File: src/rtl/cos_pkg.sv
// Shared widths, item types and codes for the circle overlap separation block
`default_nettype none
package cos_pkg;

  localparam int CoordBits = 24;
  localparam int FracBits  = 8;
  localparam int RadBits   = CoordBits - 1;
  localparam int MagBits   = CoordBits + 1;
  localparam int SqBits    = 2 * MagBits + 1;
  localparam int AmtBits   = ((RadBits > FracBits) ? RadBits : FracBits) + 1;
  localparam int DivBits   = RadBits + 1;
  localparam int NumBits   = RadBits + AmtBits + 1;
  localparam int RemBits   = RadBits + 2;

  localparam logic [1:0] ACT_OBSTACLE = 2'd0;
  localparam logic [1:0] ACT_BODY     = 2'd1;
  localparam logic [1:0] ACT_SHARE    = 2'd2;

  typedef struct packed {
    logic [1:0]                  action;
    logic signed [CoordBits-1:0] obstacle_x;
    logic signed [CoordBits-1:0] obstacle_y;
    logic signed [CoordBits-1:0] obstacle_z;
    logic [RadBits-1:0]          obstacle_height;
    logic signed [CoordBits-1:0] body_x;
    logic signed [CoordBits-1:0] body_y;
    logic signed [CoordBits-1:0] body_z;
    logic [RadBits-1:0]          body_height;
  } in_t;

  typedef struct packed {
    logic                        separated;
    logic signed [CoordBits-1:0] obstacle_dx;
    logic signed [CoordBits-1:0] obstacle_dz;
    logic signed [CoordBits-1:0] body_dx;
    logic signed [CoordBits-1:0] body_dz;
  } out_t;

  typedef struct packed {
    logic               sep;
    logic [1:0]         action;
    logic               sx;
    logic               sz;
    logic [RadBits-1:0] mx;
    logic [RadBits-1:0] mz;
  } tok_t;

  typedef struct packed {
    logic                 vld;
    tok_t                 tok;
    logic [2*RadBits-1:0] rad;
    logic [RemBits-1:0]   rem;
    logic [RadBits-1:0]   root;
  } sq_t;

  typedef struct packed {
    logic               vld;
    logic               sep;
    logic [1:0]         action;
    logic               sx;
    logic               sz;
    logic [DivBits-1:0] dvs;
    logic [DivBits-1:0] rx;
    logic [DivBits-1:0] rz;
    logic [AmtBits-1:0] lx;
    logic [AmtBits-1:0] lz;
    logic [AmtBits-1:0] qx;
    logic [AmtBits-1:0] qz;
  } dv_t;

endpackage
`default_nettype wire

File: src/rtl/cos_sqrt_cell.sv
// One root bit of the pipelined integer square root
`default_nettype none
module cos_sqrt_cell (
  input  wire                  clk,
  input  wire                  rst_n,
  input  wire cos_pkg::sq_t    d_i,
  output cos_pkg::sq_t         d_o
);

  logic [cos_pkg::RemBits+1:0] wide;
  logic [cos_pkg::RemBits+1:0] trial;
  logic [cos_pkg::RemBits+1:0] diff;
  logic                        ge;
  cos_pkg::sq_t                d_nxt;
  cos_pkg::sq_t                d_r;

  always_comb begin
    wide  = {d_i.rem, d_i.rad[2*cos_pkg::RadBits-1 -: 2]};
    trial = {2'b00, d_i.root, 2'b01};
    ge    = (wide >= trial);
    diff  = wide - trial;
    d_nxt      = d_i;
    d_nxt.rem  = ge ? diff[cos_pkg::RemBits-1:0] : wide[cos_pkg::RemBits-1:0];
    d_nxt.root = {d_i.root[cos_pkg::RadBits-2:0], ge};
    d_nxt.rad  = {d_i.rad[2*cos_pkg::RadBits-3:0], 2'b00};
  end

  always_ff @(posedge clk) begin
    d_r <= d_nxt;
    if (!rst_n) begin
      d_r.vld <= 1'b0;
    end
  end

  assign d_o = d_r;

endmodule
`default_nettype wire

File: config.mk
export PLATFORM = sky130hd
export DESIGN_NAME = cos_sqrt_cell
export DESIGN_NICKNAME = d
export VERILOG_FILES = /design/src/rtl/cos_pkg.sv /design/src/rtl/cos_sqrt_cell.sv
export SDC_FILE = /design/constraint.sdc
export NUM_CORES = 1
export LEC_CHECK = 0
export BUFFER_PORTS_ARGS = -buffer_cell sky130_fd_sc_hd__buf_4
export CELL_PAD_IN_SITES_DETAIL_PLACEMENT = 0
export CELL_PAD_IN_SITES_GLOBAL_PLACEMENT = 1
export CORE_MARGIN = 5
export CORE_UTILIZATION = 33
export DETAILED_ROUTE_END_ITERATION = 10
export GPL_TIMING_DRIVEN = 0
export PLACE_DENSITY = 0.88
export SLEW_MARGIN = 10
export SYNTH_ARGS = -nofsm -noshare
export SYNTH_HDL_FRONTEND = slang
export SYNTH_SLANG_ARGS = --single-unit
File: constraint.sdc
create_clock -name clk -period 4.75 [get_ports clk]
set_input_delay 0 -clock clk [delete_from_list [all_inputs] [get_ports clk]]
set_output_delay 0 -clock clk [all_outputs]
set_load 0.005 [all_outputs]
# Yosys cells after proc, flatten, opt, wreduce, memory -nomap -nowiden
# Cells that the tools add are included.
[op_classes]
n_mux = 1
n_lt_le_gt_ge = 1
addsub = 1
[ops]
columns = ["cell", "count"]
rows = [
  ["$ge A27 B25 Y1", 1],
  ["$mux W25", 1],
  ["$sub A25 B25 Y25", 1],
]
[word_totals]
out_inout_bits = 146
register_bits = 144
wordCells = 13

# Logic depth before layout (Yosys ltp)
[depth]
depth_word = 2
depth_mapped = 12
depth_no_buf = 9

# Least setup slack after synthesis
# Ideal clock, no wire load.
[synth_timing]
path_type = "input port to flip-flop"
start = "input port d_i[18] in the netlist's numbering"
end = "register d_r (netlist bit d_o[33])"
path_slack_ns = 2.486
path_buffers = 3
cell_stages = 12
required_ns = 4.629
arrival_ns = 2.142
cell_sequence = "inv_1 > ha_1 > buf_2 > a21o_1 > a21o_1 > a21oi_1 > a21oi_1 > nor4_2 > and2_1 > buf_6 > buf_6 > mux2_4"
[synth_rtl]
columns = ["item", "line", "rtl"]
rows = [
  ["from (decl)", "cos_sqrt_cell.sv:6", "input wire cos_pkg::sq_t d_i,"],
  ["to (signal assigned)", "cos_sqrt_cell.sv:29", "d_r <= d_nxt;"],
  ["to (decl)", "cos_sqrt_cell.sv:15", "cos_pkg::sq_t d_r;"],
]

==> metrics.txt <==
H-tree Lvls=4; full die area=approximately 0.017 mm^2; Worst setup EP type=flop; flops & latches, synth=approximately 140; Detail Route Antenna Nets=0; required time of the critical path=roughly 5.1 ns; synth unique cells=49; highest clock rate=0.338 GHz; IO Port Bufs=just under 300; Clock transition at path regs=0.06 ns; Initial Utilization=33.9%; pre-CTS WS=1.94 ns; # DRC=0; initial antenna violation count=3; Die Wd=130 um; GP Congestion=0.881; status=completed; placed cell count=870; vias per cell=4.55; Slew @ Worst Pin=between 0.6 and 0.7 ns; Ys Warns=0; Slew Limit Fails=0; total of max-cap violations=0; Rel. slew slack=53.9%; CTS max path bufs=2; unrepaired setup endpoints after global routing=no; Post-synth EDFFs=0; DR iter-0 viols=290; DR WL/cell=19.5 um; most common cell after layout, fill and taps aside=buf_4; crit start category=input port; core area=between 0.01 and 0.015 mm^2; Hold Slack=0.0226 ns; share of cells above drive strength 1=40.9%; power density over the cells=366 mW/mm^2; post-DP HPWL=14100 um; io pins=about 290; vias in the first global route=about 5200; crit path max fanout=10; Largest register FFs=144; cells after synthesis=~400; CTS resizes=0; synthesized area=0.00474 mm^2; CTS tree=built; final setup violation count=0; setup_tns=0 ns; Die H=130 um; Final Hold Fails=0; post-layout util=66.1%; clk root buf=clkbuf_16; Hold WC Path Type=input port to flop; Final Worst Setup Slack=roughly 1.8 ns; total CTS buffers=17; most frequent cells in the layout=buf_4 (293), dlygate4sd3_1 (147), dfxtp_1 (144); Worst Path Arrival=3.25 ns; cell row count=43; Worst Setup Path Type=input port to flop; Async SR Flop Fraction=0%; Routed WL=20500 um; Final nets=1029; post-CTS setup buffer count=0; total grt overflow=0; Area Growth Syn to Fin=94.9%; most used flip-flop cell after synthesis=dfxtp_1; first-pass GRT wire length=30100 um; crit path time final=roughly 3.0 ns; pin count of the biggest net entering global routing=17; first-pass detailed-route iteration total=4; Final Non-Filler Cells=1053; Final Cycle Share=62.2%; syn avg cell area=roughly 12 um^2; vias=4789; post-synthesis sequential area ratio=60.8%; clk sink count=144; Post-CTS Hold Fix Bufs=147; GRT Overall Usage=a little under a quarter; Worst VDD drop=0.269 mV; Leak=0.00444 uW
[per-layer routing]
metal	up-vias	wire length [um]	part of all wire, %	GRT usage [%]
met5	-	0	0	0
met4	0	842	4.1	10.1
met3	47	1570	7.7	8.06
met2	238	10200	50	42.3
met1	2212	7870	38	25.6
li1	2292	-	-	-
[worst max-delay path, stage by stage]
cell           delay [ns]
dlygate4sd3_1        0.55
buf_4                0.11
inv_1                0.03
ha_1                 0.28
buf_2                0.17
a21o_1               0.18
a21o_1               0.17
a21oi_1              0.22
a21oi_1              0.11
nor4_2               0.52
and2_1               0.24
buf_6                0.15
buf_6                0.19
mux2_4               0.32
[stage by stage]
step                power [uW]  instance area, um^2
global placement          1920                 7160
floorplan                 1610                 4750
global route              3520                 9240
CTS                       3390                 9230
detailed placement        1930                 7160
finish                    3380                 9240
[kinds of logic after synthesis]
family	share of synthesized area [%]
buffers and inverters	4.17
DFF	60.8
AOI/OAI and AO/OA	11.9
and+or+nand+nor	7.41
muxes	5.33
other	0.0791
xor gates and xnor gates	3.69
adders and majority gates	6.59
[worst paths after layout]
check	to	cells past startpoint	slack (ns)	from
max	d_o[34]$_DFF_P_	14	1.79	d_i[18]
min	d_o[44]$_DFF_P_	4	0.02	d_i[46]
[cell type report]
class | count | area, um^2
inverter | 32 | 120
multi-input combinational | 212 | 1670
timing repair buffer | 438 | 3660
clock buffer | 21 | 450
tap | 180 | 225
buffer | 11 | 77.6
antenna | 4 | 10.0
clock inverter | 11 | 154
fill | 1007 | 4750
sequential | 144 | 2880
[where the power goes]
group	total (uW)	leakage (uW)	internal [uW]	switching, uW
clock network	1360	0.000289	846	512
registers	1340	0.00121	1310	33.4
logic	679	0.00294	405	274
[synth_stat cells, types with 4 or more instances]
cell | count | area [um^2]
mux2_4 | 11 | 165
xnor2_1 | 12 | 105
xor2_1 | 8 | 70.1
nor2_1 | 13 | 48.8
a21oi_1 | 20 | 100
dfxtp_1 | 144 | 2880
nor3_1 | 4 | 20.0
nand2_1 | 14 | 52.6
o21ai_0 | 13 | 65.1
nand4_1 | 4 | 25.0
buf_2 | 5 | 25.0
and2_1 | 4 | 25.0
o21bai_1 | 6 | 45.0
inv_1 | 32 | 120
ha_1 | 25 | 313
a211oi_1 | 4 | 30.0
o21a_1 | 4 | 30.0
a21o_1 | 11 | 82.6
nand3_1 | 11 | 55.1
a31oi_1 | 5 | 31.3
mux2_2 | 6 | 67.6
(Power assumes the default switching activity.)
